**src/tga_rle_pkg.sv**
```systemverilog
`default_nettype none

package tga_rle_pkg;

  // Configuration register indexes
  localparam int unsigned CFG_IDX_W = 1;
  localparam int unsigned CFG_DATA_W = 24;
  localparam logic [CFG_IDX_W-1:0] REG_PIXEL_BYTES = 1'b0;
  localparam logic [CFG_IDX_W-1:0] REG_TOTAL_BYTES = 1'b1;

  localparam logic [2:0] PIXEL_BYTES_RST = 3'd3;
  localparam logic [7:0] RUN_FLAG = 8'h80;
  localparam logic [7:0] RUN_BIAS = 8'd127;

  // Bytes still to emit for one pixel: up to 128 pixels of 4 bytes
  localparam int unsigned EMIT_CNT_W = 10;

  typedef enum logic [1:0] {
    PH_HEADER = 2'd0,
    PH_RUN    = 2'd1,
    PH_RAW    = 2'd2
  } pkt_phase_e;

  typedef enum logic [1:0] {
    ST_IDLE = 2'd0,
    ST_SIZE = 2'd1,
    ST_EMIT = 2'd2
  } ctrl_state_e;

  // Sequencer to word packer
  typedef struct packed {
    logic [31:0]           pixel;
    logic [2:0]            pb;
    logic [1:0]            lane;
    logic [EMIT_CNT_W-1:0] left;
  } emit_req_t;

  // Word packer back to sequencer
  typedef struct packed {
    logic [63:0] word;
    logic [3:0]  count;
    logic [1:0]  next_lane;
    logic        final_word;
  } pack_rsp_t;

  // Byte lane of a pixel for stream position pos (pos mod pb), pb in 1..4
  function automatic logic [1:0] lane_of(logic [3:0] pos, logic [2:0] pb);
    logic [1:0] r;
    case (pb)
      3'd1: r = 2'd0;
      3'd2: r = {1'b0, pos[0]};
      3'd3: begin
        case (pos)
          4'd1, 4'd4, 4'd7, 4'd10: r = 2'd1;
          4'd2, 4'd5, 4'd8, 4'd11: r = 2'd2;
          default:                 r = 2'd0;
        endcase
      end
      default: r = pos[1:0];
    endcase
    return r;
  endfunction

endpackage

`default_nettype wire

```
**src/tga_rle_pack.sv**
```systemverilog
`default_nettype none

// Word packer: builds one output word of up to eight bytes per use by
// replicating the held pixel from the current byte lane on.
module tga_rle_pack (
  input  tga_rle_pkg::emit_req_t req_i,
  output tga_rle_pkg::pack_rsp_t rsp_o
);

  logic [3:0] count;
  logic [1:0] sel [8];

  assign count = (req_i.left > tga_rle_pkg::EMIT_CNT_W'(8)) ? 4'd8 : req_i.left[3:0];

  always_comb begin
    rsp_o.word       = '0;
    rsp_o.count      = count;
    rsp_o.final_word = (req_i.left <= tga_rle_pkg::EMIT_CNT_W'(8));
    rsp_o.next_lane  = tga_rle_pkg::lane_of(4'(req_i.lane) + 4'd8, req_i.pb);
    for (int j = 0; j < 8; j++) begin
      sel[j] = tga_rle_pkg::lane_of(4'(req_i.lane) + 4'(j), req_i.pb);
      if (4'(j) < count) begin
        rsp_o.word[8*j +: 8] = req_i.pixel[{sel[j], 3'b000} +: 8];
      end
    end
  end

endmodule

`default_nettype wire

```
**src/tga_rle_ctrl.sv**
```systemverilog
`default_nettype none

// Packet parser and emit sequencer with the output register.
module tga_rle_ctrl #(
  parameter int unsigned COUNT_BITS = 24
) (
  input  wire logic                   clk_i,
  input  wire logic                   rst_ni,
  input  wire logic [2:0]             pb_i,
  input  wire logic [COUNT_BITS-1:0]  total_i,
  input  wire logic                   s_axis_tvalid,
  output logic                        s_axis_tready,
  input  wire logic [7:0]             s_axis_tdata,
  input  wire logic                   s_axis_tuser,
  output logic                        m_axis_tvalid,
  input  wire logic                   m_axis_tready,
  output logic [63:0]                 out_word_o,
  output logic [3:0]                  out_count_o,
  output logic                        m_axis_tlast,
  output logic                        m_axis_tuser,
  output tga_rle_pkg::emit_req_t      req_o,
  input  tga_rle_pkg::pack_rsp_t      rsp_i
);

  localparam int unsigned CW = tga_rle_pkg::EMIT_CNT_W;
  localparam int unsigned WW = (COUNT_BITS > CW) ? COUNT_BITS : CW;

  tga_rle_pkg::ctrl_state_e state_q, state_d;
  tga_rle_pkg::pkt_phase_e  phase_q, phase_d, e_phase;
  logic [7:0]            left_q, left_d, e_left;
  logic [1:0]            gidx_q, gidx_d, e_gidx;
  logic [COUNT_BITS-1:0] bw_q, bw_d, e_bw;
  logic                  fin_q, fin_d, e_fin;
  logic [31:0]           gather_q, gather_d;
  logic [7:0]            reps_q, reps_d;
  logic [CW-1:0]         cnt_q, cnt_d;
  logic [1:0]            lane_q, lane_d;
  logic                  done_q, done_d;

  logic                  mv_q, mv_d;
  logic [63:0]           mword_q;
  logic [3:0]            mcount_q;
  logic                  mlast_q, mdone_q;

  logic                  s_hs, skip, pix_done, out_free, load;
  logic [CW-1:0]         n_full, n_eff;
  logic [COUNT_BITS-1:0] remaining, bw_sum;

  assign s_hs     = s_axis_tvalid && s_axis_tready;
  assign out_free = !mv_q || m_axis_tready;

  // begins_image clears state ahead of this byte
  assign e_phase = s_axis_tuser ? tga_rle_pkg::PH_HEADER : phase_q;
  assign e_left  = s_axis_tuser ? 8'd0 : left_q;
  assign e_gidx  = s_axis_tuser ? 2'd0 : gidx_q;
  assign e_bw    = s_axis_tuser ? '0 : bw_q;
  assign e_fin   = s_axis_tuser ? 1'b0 : fin_q;
  assign skip    = e_fin || (e_bw >= total_i);

  // Size step: clip the run length to what is left of the image
  assign n_full    = CW'(reps_q * pb_i);
  assign remaining = total_i - bw_q;
  assign n_eff     = (WW'(remaining) < WW'(n_full)) ? CW'(remaining) : n_full;
  assign bw_sum    = bw_q + COUNT_BITS'(n_eff);

  assign req_o.pixel = gather_q;
  assign req_o.pb    = pb_i;
  assign req_o.lane  = lane_q;
  assign req_o.left  = cnt_q;

  // Datapath updates
  always_comb begin
    phase_d  = phase_q;
    left_d   = left_q;
    gidx_d   = gidx_q;
    bw_d     = bw_q;
    fin_d    = fin_q;
    gather_d = gather_q;
    reps_d   = reps_q;
    cnt_d    = cnt_q;
    lane_d   = lane_q;
    done_d   = done_q;
    pix_done = 1'b0;
    if (s_hs) begin
      phase_d = e_phase;
      left_d  = e_left;
      gidx_d  = e_gidx;
      bw_d    = e_bw;
      fin_d   = e_fin;
      if (skip) begin
        fin_d = 1'b1;
      end else begin
        case (e_phase)
          tga_rle_pkg::PH_RUN, tga_rle_pkg::PH_RAW: begin
            gather_d[{e_gidx, 3'b000} +: 8] = s_axis_tdata;
            if ({1'b0, e_gidx} + 3'd1 < pb_i) begin
              gidx_d = e_gidx + 2'd1;
            end else begin
              gidx_d   = 2'd0;
              pix_done = 1'b1;
              if (e_phase == tga_rle_pkg::PH_RUN) begin
                reps_d  = e_left;
                left_d  = 8'd0;
                phase_d = tga_rle_pkg::PH_HEADER;
              end else begin
                reps_d = 8'd1;
                left_d = e_left - 8'd1;
                if (e_left == 8'd1) phase_d = tga_rle_pkg::PH_HEADER;
              end
            end
          end
          default: begin
            gidx_d = 2'd0;
            if ((s_axis_tdata & tga_rle_pkg::RUN_FLAG) != 8'd0) begin
              left_d  = s_axis_tdata - tga_rle_pkg::RUN_BIAS;
              phase_d = tga_rle_pkg::PH_RUN;
            end else begin
              left_d  = s_axis_tdata + 8'd1;
              phase_d = tga_rle_pkg::PH_RAW;
            end
          end
        endcase
      end
    end
    if (state_q == tga_rle_pkg::ST_SIZE) begin
      cnt_d  = n_eff;
      lane_d = 2'd0;
      bw_d   = bw_sum;
      done_d = (bw_sum >= total_i);
      if (bw_sum >= total_i) fin_d = 1'b1;
    end
    if (load) begin
      cnt_d  = cnt_q - CW'(rsp_i.count);
      lane_d = rsp_i.next_lane;
    end
  end

  // Next state
  always_comb begin
    state_d = state_q;
    case (state_q)
      tga_rle_pkg::ST_IDLE: if (s_hs && !skip && pix_done) state_d = tga_rle_pkg::ST_SIZE;
      tga_rle_pkg::ST_SIZE: state_d = tga_rle_pkg::ST_EMIT;
      tga_rle_pkg::ST_EMIT: if (out_free && rsp_i.final_word) state_d = tga_rle_pkg::ST_IDLE;
      default:              state_d = tga_rle_pkg::ST_IDLE;
    endcase
  end

  // State outputs
  always_comb begin
    s_axis_tready = 1'b0;
    load          = 1'b0;
    case (state_q)
      tga_rle_pkg::ST_IDLE: s_axis_tready = 1'b1;
      tga_rle_pkg::ST_EMIT: load = out_free;
      default: ;
    endcase
  end

  always_comb begin
    mv_d = mv_q;
    if (load) mv_d = 1'b1;
    else if (m_axis_tready) mv_d = 1'b0;
  end

  always_ff @(posedge clk_i or negedge rst_ni) begin
    if (!rst_ni) begin
      state_q <= tga_rle_pkg::ST_IDLE;
      phase_q <= tga_rle_pkg::PH_HEADER;
      left_q  <= '0;
      gidx_q  <= '0;
      bw_q    <= '0;
      fin_q   <= 1'b0;
      cnt_q   <= '0;
      lane_q  <= '0;
      done_q  <= 1'b0;
      mv_q    <= 1'b0;
    end else begin
      state_q <= state_d;
      phase_q <= phase_d;
      left_q  <= left_d;
      gidx_q  <= gidx_d;
      bw_q    <= bw_d;
      fin_q   <= fin_d;
      cnt_q   <= cnt_d;
      lane_q  <= lane_d;
      done_q  <= done_d;
      mv_q    <= mv_d;
    end
  end

  always_ff @(posedge clk_i) begin
    gather_q <= gather_d;
    reps_q   <= reps_d;
    if (load) begin
      mword_q  <= rsp_i.word;
      mcount_q <= rsp_i.count;
      mlast_q  <= rsp_i.final_word;
      mdone_q  <= rsp_i.final_word && done_q;
    end
  end

  assign m_axis_tvalid = mv_q;
  assign out_word_o    = mword_q;
  assign out_count_o   = mcount_q;
  assign m_axis_tlast  = mlast_q;
  assign m_axis_tuser  = mdone_q;

  a_emit_nonzero: assert property (@(posedge clk_i) disable iff (!rst_ni)
    state_q == tga_rle_pkg::ST_EMIT |-> cnt_q != '0)
    else $error("emit with no bytes left");

  a_size_to_emit: assert property (@(posedge clk_i) disable iff (!rst_ni)
    state_q == tga_rle_pkg::ST_SIZE |=> state_q == tga_rle_pkg::ST_EMIT)
    else $error("size step not followed by emit");

  a_done_on_last: assert property (@(posedge clk_i) disable iff (!rst_ni)
    mv_q && mdone_q |-> mlast_q)
    else $error("image done flagged on a non-final word");

  a_final_to_idle: assert property (@(posedge clk_i) disable iff (!rst_ni)
    load && rsp_i.final_word |=> state_q == tga_rle_pkg::ST_IDLE && mv_q && mlast_q)
    else $error("final word did not end the emit");

endmodule

`default_nettype wire

```
**src/tga_rle_pixel_decoder.sv**
```systemverilog
// Channel   | Signals                          | Content
// ----------+----------------------------------+-------------------------------------------
// in        | s_axis_tvalid/tready/tdata/tuser | tdata[7:0] data_byte; tuser begins_image
// out       | m_axis_tvalid/tready/tdata/tlast | tdata[63:0] packed_bytes, [67:64] byte_count,
//           | m_axis_tuser                     | [71:68] zero; tlast last; tuser image_done
// config    | cfg_valid_i/ready_o/index_i/data | index 0 pixel_bytes, 1 total_bytes
//
// Steps: a header byte, an incomplete pixel byte or a byte after the image
// total is only accepted. A byte completing a pixel is accepted, then a size
// step clips the run to the image total, then the n decoded bytes leave in
// ceil(n/8) words (up to 64 words on a 128-pixel run), one word per cycle
// through the word packer while the output side holds m_axis_tready high.
// Reset clears all control state at once; no clearing pass. The input stays
// not ready from the completing byte until the last word sits in the output
// register; that register lets the next request in while the word waits.
`default_nettype none

module tga_rle_pixel_decoder #(
  parameter int unsigned COUNT_BITS = 24
) (
  input  wire logic                                 clk_i,
  input  wire logic                                 rst_ni,
  // input stream
  input  wire logic                                 s_axis_tvalid,
  output logic                                      s_axis_tready,
  input  wire logic [7:0]                           s_axis_tdata,  // data_byte
  input  wire logic                                 s_axis_tuser,  // begins_image
  // output stream
  output logic                                      m_axis_tvalid,
  input  wire logic                                 m_axis_tready,
  output logic [71:0]                               m_axis_tdata,  // packed_bytes, byte_count
  output logic                                      m_axis_tlast,  // last
  output logic                                      m_axis_tuser,  // image_done
  // configuration writes
  input  wire logic                                 cfg_valid_i,
  output logic                                      cfg_ready_o,
  input  wire logic [tga_rle_pkg::CFG_IDX_W-1:0]    cfg_index_i,
  input  wire logic [tga_rle_pkg::CFG_DATA_W-1:0]   cfg_data_i
);

  // Total register keeps only the bits the byte counter can compare against
  localparam int unsigned TW = (COUNT_BITS < 24) ? COUNT_BITS : 24;

  logic [2:0]            pixel_bytes_q;
  logic [TW-1:0]         total_q;
  logic [2:0]            pb_eff;
  logic [COUNT_BITS-1:0] total_eff;
  logic [63:0]           out_word;
  logic [3:0]            out_count;

  tga_rle_pkg::emit_req_t req;
  tga_rle_pkg::pack_rsp_t rsp;

  assign cfg_ready_o = 1'b1;

  always_ff @(posedge clk_i or negedge rst_ni) begin
    if (!rst_ni) begin
      pixel_bytes_q <= tga_rle_pkg::PIXEL_BYTES_RST;
      total_q       <= '0;
    end else if (cfg_valid_i) begin
      case (cfg_index_i)
        tga_rle_pkg::REG_PIXEL_BYTES: pixel_bytes_q <= cfg_data_i[2:0];
        tga_rle_pkg::REG_TOTAL_BYTES: total_q       <= cfg_data_i[TW-1:0];
        default: ;
      endcase
    end
  end

  // pixel size 0 acts as 1, above 4 as 4
  always_comb begin
    case (pixel_bytes_q)
      3'd0:                   pb_eff = 3'd1;
      3'd1, 3'd2, 3'd3, 3'd4: pb_eff = pixel_bytes_q;
      default:                pb_eff = 3'd4;
    endcase
  end

  assign total_eff = COUNT_BITS'(total_q);

  tga_rle_ctrl #(
    .COUNT_BITS(COUNT_BITS)
  ) u_ctrl (
    .clk_i         (clk_i),
    .rst_ni        (rst_ni),
    .pb_i          (pb_eff),
    .total_i       (total_eff),
    .s_axis_tvalid (s_axis_tvalid),
    .s_axis_tready (s_axis_tready),
    .s_axis_tdata  (s_axis_tdata),
    .s_axis_tuser  (s_axis_tuser),
    .m_axis_tvalid (m_axis_tvalid),
    .m_axis_tready (m_axis_tready),
    .out_word_o    (out_word),
    .out_count_o   (out_count),
    .m_axis_tlast  (m_axis_tlast),
    .m_axis_tuser  (m_axis_tuser),
    .req_o         (req),
    .rsp_i         (rsp)
  );

  tga_rle_pack u_pack (
    .req_i (req),
    .rsp_o (rsp)
  );

  assign m_axis_tdata = {4'b0000, out_count, out_word};

endmodule

`default_nettype wire
```
**config.mk**
```make
export PLATFORM = sky130hd
export DESIGN_NAME = tga_rle_pixel_decoder
export DESIGN_NICKNAME = d
export VERILOG_FILES = /design/src/tga_rle_pkg.sv /design/src/tga_rle_pack.sv /design/src/tga_rle_ctrl.sv /design/src/tga_rle_pixel_decoder.sv
export SDC_FILE = /design/constraint.sdc
export NUM_CORES = 1
export LEC_CHECK = 0
export BUFFER_PORTS_ARGS = -buffer_cell sky130_fd_sc_hd__buf_4
export CELL_PAD_IN_SITES_DETAIL_PLACEMENT = 1
export CELL_PAD_IN_SITES_GLOBAL_PLACEMENT = 1
export CORE_MARGIN = 5
export CORE_UTILIZATION = 48
export DETAILED_ROUTE_END_ITERATION = 12
export PLACE_DENSITY = 0.87
export SLEW_MARGIN = 20
export SYNTH_ARGS = -nofsm -noshare
export SYNTH_HDL_FRONTEND = slang
export SYNTH_SLANG_ARGS = --single-unit
```
**constraint.sdc**
```tcl
create_clock -name clk_i -period 11.15 [get_ports clk_i]
set_input_delay 0.5575 -clock clk_i [delete_from_list [all_inputs] [get_ports clk_i]]
set_output_delay 0.5575 -clock clk_i [all_outputs]
set_load 0.01 [all_outputs]
```
==> metrics, run 1 <==
Final #Nets 1611; leading area contributor after synthesis edfxtp_1; hpwl dp 31.7 mm; WP data required 11.45 ns; Placer Congestion slightly above 0.9; per-cell routed wire length approximately 23 um; Post-Synthesis Cells 1351; CP max FO 10; DRT Pass-1 Iters 5; CP Launch Type register; via count approximately 11000; Ports 116; total track usage 27.1%; synthesized area ~0.014 mm^2; FF/Latch Area 0.00531 mm^2; Seq/Total Area, Yosys approximately two fifths; RSZ-0062 raised after global routing no; Final ANT Viol Nets 0; Core Region 0.0278 mm^2; status finished clean; largest family of logic cells by synthesized area simple AND/OR/NAND/NOR gates; die width around 180 um; Layout fillers 3116; IO buf count 110; Synth top area share 24.4%; vias in the first global route ~12000; root buffer cell clkbuf_16; hold crit path type input pin to asynchronous set/reset pin; CTS clock-pin slew for the worst setup and hold paths 0.08 ns; Rel. slew slack 31.8%; asr flop ratio synth between 40% and 50%; total clock buffers created by CTS 17; hold buffer count at cts 0; post-synthesis adder-cell area fraction roughly an eighth; initial antenna violation count 1; Setup-failing EPs final 0; Max Cap Viol 0; area of the multi-input gates roughly 0.0077 mm^2; Final Hold Fails 0; clock tree buffer depth 2; WP data arrival 10.80 ns; Max Fclk 95.3 MHz; GRT overflow 0; EDFF count, synth 110; Clock Skew 0.0194 ns; Final period util roughly 94%; Via density 6.19; measured slew at the worst slew-check pin 1.02 ns; top cells by area, synth edfxtp_1 (24%), dfrtp_1 (14%), ha_1 (11%); first-pass GRT wire length 66.9 mm; largest net degree at the start of global routing 67; Mean Syn Cell Area roughly 10 um^2; iteration-0 DRC count of the detailed router 1006; Crit. Startpoint pixel_bytes_q[1]$_DFFE_PN1P_; Detailed Route WL approximately 43 mm; Post-Synth Simple-Gate Area 15.5%; CTS tree yes; CP Capture Type register; Remaining DRCs 0; count of different cell masters after synthesis 66; row count 61; post-route setup TNS 0 ns; initial core utilization 48.7%; Final Slew Violations 0; chip height 178 um; CP peak stage delay 0.59 ns; Primary FF master, synth edfxtp_1; power density cells 228 mW/mm^2; Max H-tree Level 4; Die ar. around 0.032 mm^2; leak pwr 6.49 nW; Final Util 55.3%; clock net sink count 190; fraction of layout cells with a size suffix above 1 16.6%; Tmin final 10.50 ns; slowest library cell on the worst path dfstp_2; synthesized flop and latch total 190; Crit Path Class register to register; antenna fix cells 0; Synth Area in XOR/XNOR under 10%; YS warnings 0; Area growth, synth to finish 13.5%; clk_lat worst skew roughly 0.46 ns; Worst IR Drop VDD slightly below 0.0001 V; post-synthesis mux area share between 10% and 20%; Synth Area in Compound Gates between 15 and 20%; worst r2r src pixel_bytes_q[1]$_DFFE_PN1P_
## critical path: cells and delay by family, from the launching register on
family                   cells  cell delay (ns)
flip-flops                   1             0.59
buffers and inverters        5             0.47
XOR/XNOR                     2             0.42
adder cells (fa/ha/maj)      7             2.31
multiplexers                 1             0.25
AO/OA/AOI/OAI               19             4.25
AND/OR/NAND/NOR             11             2.06
## layout make-up
cell class	instances	share of cell area, %
multi-input combinational	1025	50.3
sequential	190	34.6
timing repair buffer	119	5.82
tap	378	3.08
clock buffer	17	2.77
inverter	95	2.32
clock inverter	15	1.19
## routing by layer
| metal | track usage (%) | wire (um) |
|---|---|---|
| met5 | 0 | 0 |
| met4 | 9.57 | 1430 |
| met1 | 34.2 | 17300 |
| met2 | 47.8 | 21800 |
| met3 | 3.37 | 2530 |
## power by group
group | internal [mW] | total [mW] | switching (mW)
Combinational | 0.710 | 1.73 | 1.02
Sequential | 0.974 | 1.12 | 0.144
Clock | 0.307 | 0.651 | 0.343
## synthesized netlist by cell type (12+ instances only)
library cell,count
mux2_2,48
clkbuf_1,34
nand3_1,21
mux2i_1,23
edfxtp_1,110
o21ai_0,70
a211oi_1,41
mux4_2,32
a21oi_1,61
and2_1,45
inv_1,94
nor3_1,17
or3_1,12
xnor2_1,35
nor2_1,130
nor2b_1,44
a21o_1,34
nand2_1,108
nand2b_1,21
dfrtp_1,78
ha_1,115
xor2_1,13
nand4_1,14
## worst paths after layout
kind / endpoint / slack, ns / depth (start not counted)
max in group asynchronous: pixel_bytes_q[2]$_DFFE_PN0P_ / 9.97 / 2
worst max-delay path: u_ctrl.done_q$_DFFE_PN0P_ / 0.65 / 45
min in group clk_i: total_eff[15]$_DFFE_PN0P_ / 0.34 / 2
worst min register to register: u_ctrl.phase_q[0]$_DFFE_PN0P_ / 0.49 / 1
worst max register to register: u_ctrl.done_q$_DFFE_PN0P_ / 0.65 / 45
worst min-delay path: total_eff[12]$_DFFE_PN0P_ / 0.03 / 1
## sequential cells by signal, summed over array words and instances, names as in the netlist
name	count
pixel_bytes_q	3
total_eff	24
u_ctrl.bw_q	24
u_ctrl.cnt_q	10
u_ctrl.done_q	1
u_ctrl.fin_q	1
u_ctrl.gather_q	32
u_ctrl.gidx_q	2
u_ctrl.lane_q	2
u_ctrl.left_q	8
u_ctrl.m_axis_tlast	1
u_ctrl.m_axis_tuser	1
u_ctrl.m_axis_tvalid	1
u_ctrl.out_count_o	4
u_ctrl.out_word_o	64
u_ctrl.phase_q	2
u_ctrl.reps_q	8
u_ctrl.state_q	2
## metrics by stage
step	area [um^2]	instances	hold WS, ns	power [mW]	worst slack (ns)
final	15400	1839	0.0327	3.50	0.654
after global routing	15400	1839	0.0603	3.71	0.0270
after CTS	15300	1837	0.0456	3.48	0.265
after detailed placement	14700	1805	0.480	2.80	0.781
after global placement	14700	1805	0.463	2.69	1.47
after floorplan	13600	1355	0.262	2.21	2.57
## cells in the final DEF, fill, tap and decap left out, drive strengths merged, types with 9 or more instances in the layout
master	count
nor2	130
buf	119
ha	115
edfxtp	110
nand2	108
inv	103
dfrtp	78
o21ai	74
a21oi	61
mux2	48
and2	45
nor2b	44
a211oi	41
xnor2	35
a21o	34
mux4	32
mux2i	23
nand3	21
nand2b	21
nor3	17
clkbuf	17
nand4	14
xor2	13
or3	12
o211ai	11
and3	10
a22o	10
a31oi	9
fa	9
## what timing repair did
item / 4_1_cts / 5_1_grt
resized for setup: 0 / 4
hold endpoints to repair: 0 / 0
buffers inserted: 0 / 2
setup endpoints to repair: 0 / 2
## logic make-up (layout without fill, tap and decap cells)
kind of cell,after synthesis,count (layout)
DFF,190,190
other,2,6
buffers and inverters,140,246
muxes,103,103
xor gates and xnor gates,48,48
and+or+nand+nor,435,435
adders and majority gates,124,124
AOI/OAI and AO/OA,309,309
No activity file was read; power rests on OpenSTA's default activity.
==> run 2: changes to the inputs <==
BUFFER_PORTS_ARGS = default   (was -buffer_cell sky130_fd_sc_hd__buf_4)
CORE_ASPECT_RATIO = 1.2   (was default)
CORE_UTILIZATION = 51   (was 48)
DONT_BUFFER_PORTS = 1   (was default)
==> run 2 against run 1 <==
The flow now finishes with violations (negative hold slack). Clock power shrank 7.2%. Global-route usage shrank 0.62 points. Combinational power shrank 14%. Non-clock buffer count shrank 113. Largest cell class unchanged.
==> metrics, run 2 (synthesis results as in run 1) <==
Final Slew Violations 0 (unchanged); Final #Nets 1498 (was 1611); CP Launch Type register (unchanged); Setup-failing EPs final 0 (unchanged); Ports 116 (unchanged); clock net sink count 190 (unchanged); Die ar. 0.0299 mm^2 (was 0.0317 mm^2); clk_lat worst skew 0.46 ns (about the same); pre-CTS WS 0.726 ns (was 0.781 ns); fin cells 1684 (was 1839); total clock buffers created by CTS 17 (unchanged); iteration-0 DRC count of the detailed router 716 (was 1006); Via density 6.34 (was 6.19); vias in the first global route 11600 (was 12000); Internal Power 1.87 mW (was 1.99 mW); hpwl dp 30.9 mm (was 31.7 mm); worst r2r src pixel_bytes_q[1]$_DFFE_PN1P_ (unchanged); Remaining DRCs 0 (unchanged); Placer Congestion 0.985 (was 0.909); root buffer cell clkbuf_16 (unchanged); CP peak stage delay 0.60 ns (was 0.59 ns); Final period util 91.1% (was 94.1%); total track usage 26.4% (was 27.1%); final setup margin 0.987 ns (was 0.654 ns); Final Util 55.0% (was 55.3%); commonest non-fill, non-tap cell in the layout nor2_1 (unchanged); first-pass GRT wire length 63.8 mm (was 66.9 mm); FF-to-FF path depth 45 (unchanged); RSZ-0062 raised after global routing no (unchanged); total chip power 3.26 mW (was 3.50 mW); Crit Path Class register to register (unchanged); GRT overflow 0 (unchanged); Detailed Route WL 39.8 mm (was 43.0 mm); Final Hold Fails 4 (was 0); row count 65 (was 61); clock share of power 18.5% (was 18.6%); Clock Skew 0.0174 ns (was 0.0194 ns); Final ANT Viol Nets 0 (unchanged); Tmin final 10.16 ns (was 10.50 ns); R2R Path End u_ctrl.fin_q$_DFF_PN0_ (was u_ctrl.done_q$_DFFE_PN0P_); initial antenna violation count 1 (unchanged); Core Region 0.0263 mm^2 (was 0.0278 mm^2); placed inst area 0.0138 mm^2 (was 0.0147 mm^2); Hold Worst Slack -0.00162 ns (was 0.0327 ns); leak pwr 5.93 nW (was 6.49 nW); Rel. slew slack 25.2% (was 31.8%); CTS tree yes (unchanged); Layout fillers 2902 (was 3116); fraction of layout cells with a size suffix above 1 9.72% (was 16.6%); Max Fclk 98.4 MHz (was 95.3 MHz); design area 0.0145 mm^2 (was 0.0154 mm^2); die width 159 um (was 178 um); Max H-tree Level 4 (unchanged); CP Capture Type register (unchanged); slowest library cell on the worst path dfstp_2 (unchanged); chip height 188 um (was 178 um); Crit. Startpoint pixel_bytes_q[1]$_DFFE_PN1P_ (unchanged); failing checks negative hold slack; WP data arrival 10.46 ns (was 10.80 ns); via count 10700 (was 11400); initial core utilization 51.5% (was 48.7%); status finished, violations left (was finished clean); DRT Pass-1 Iters 5 (unchanged); measured slew at the worst slew-check pin 1.12 ns (was 1.02 ns); per-cell routed wire length 23.6 um (was 23.4 um); Max Cap Viol 0 (unchanged); sequential fraction of design power 36.0% (was 32.0%); NetSw 1.39 mW (was 1.51 mW); IO buf count 0 (was 110); WP data required 11.44 ns (was 11.45 ns); Switching Fraction 42.7% (was 43.1%); CP max FO 10 (unchanged); CTS clock-pin slew for the worst setup and hold paths 0.08 ns (about the same); Post-Place Cells 1649 (was 1805); CP Capture Point u_ctrl.fin_q$_DFF_PN0_ (was u_ctrl.done_q$_DFFE_PN0P_); post-route setup TNS 0 ns (unchanged); power density cells 226 mW/mm^2 (was 228 mW/mm^2); R2R Setup Slk 0.99 ns (was 0.65 ns); most frequent cells in the layout nor2_1 (129), ha_1 (115), edfxtp_1 (110), nand2_1 (107), inv_1 (94) (was nor2_1 (129), buf_4 (119), ha_1 (115), edfxtp_1 (110), nand2_1 (108)); Worst IR Drop VDD 0.000111 V (was 0.0000981 V); max reg flops 64 (unchanged); largest net degree at the start of global routing 81 (was 67); hold crit path type input pin to asynchronous set/reset pin (unchanged); Area growth, synth to finish 6.76% (was 13.5%); clock tree buffer depth 2 (unchanged); fraction of power consumed by combinational cells 45.5% (was 49.4%)
run 2: cell count changes in the layout (fill, tap and decap cells not counted), sizes merged:
cell	change
diode	+1
clkinv	-3
buf	-113
clkinvlp	+2
clkbuf	+1
run 2: worst min-delay path by stage:
stage	endpoint	from	slack, ns
5_1_grt	total_eff[8]$_DFFE_PN0P_	rst_ni	0.02
6_report	total_eff[8]$_DFFE_PN0P_	rst_ni	-0.002
3_5_place_dp	total_eff[8]$_DFFE_PN0P_	rst_ni	0.26
4_1_cts	total_eff[7]$_DFFE_PN0P_	rst_ni	0.01
2_1_floorplan	pixel_bytes_q[2]$_DFFE_PN0P_	rst_ni	0.26
3_3_place_gp	total_eff[9]$_DFFE_PN0P_	rst_ni	0.26
run 2: per-layer routing:
layer,global-route usage [%],vias up,share of wire [%]
met5,0,-,0
met4,15.5,0,6.1
met3,4.29,131,4.0
met2,48.6,358,53
met1,28.5,5306,37
li1,-,4883,-
run 2: power by group through the flow:
stage / Clock, mW / Sequential, mW / Combinational (mW)
6_report: 0.604 / 1.18 / 1.48
5_1_grt: 0.644 / 1.19 / 1.65
4_1_cts: 0.611 / 1.18 / 1.48
3_5_place_dp: 0 / 1.19 / 1.45
3_3_place_gp: 0 / 1.17 / 1.37
2_1_floorplan: 0 / 1.12 / 1.09
run 2: layout make-up:
type / count / area, um^2 / share of cell area (%)
antenna: 1 / 2.50 / 0.0173
clock buffer: 18 / 429 / 2.97
clock inverter: 14 / 141 / 0.978
inverter: 95 / 357 / 2.47
multi-input combinational: 1025 / 7730 / 53.5
sequential: 190 / 5310 / 36.7
tap: 335 / 419 / 2.90
timing repair buffer: 6 / 65.1 / 0.450
run 2: worst max-delay path, delay by kind of cell (launching register included):
family | cells | cell delay, ns
xor+xnor | 2 | 0.42
flops | 1 | 0.60
buf+inv | 5 | 0.46
mux | 1 | 0.28
simple gates | 9 | 1.53
fa+ha+maj | 7 | 2.32
compound gates | 21 | 4.40
run 2: repair_timing:
| action | CTS | global route |
|---|---|---|
| setup buffers | 0 | 1 |
| resized for setup | 0 | 4 |
| hold buffers | 1 | 0 |
| setup endpoints to repair | 0 | 2 |
| hold endpoints to repair | 80 | 0 |
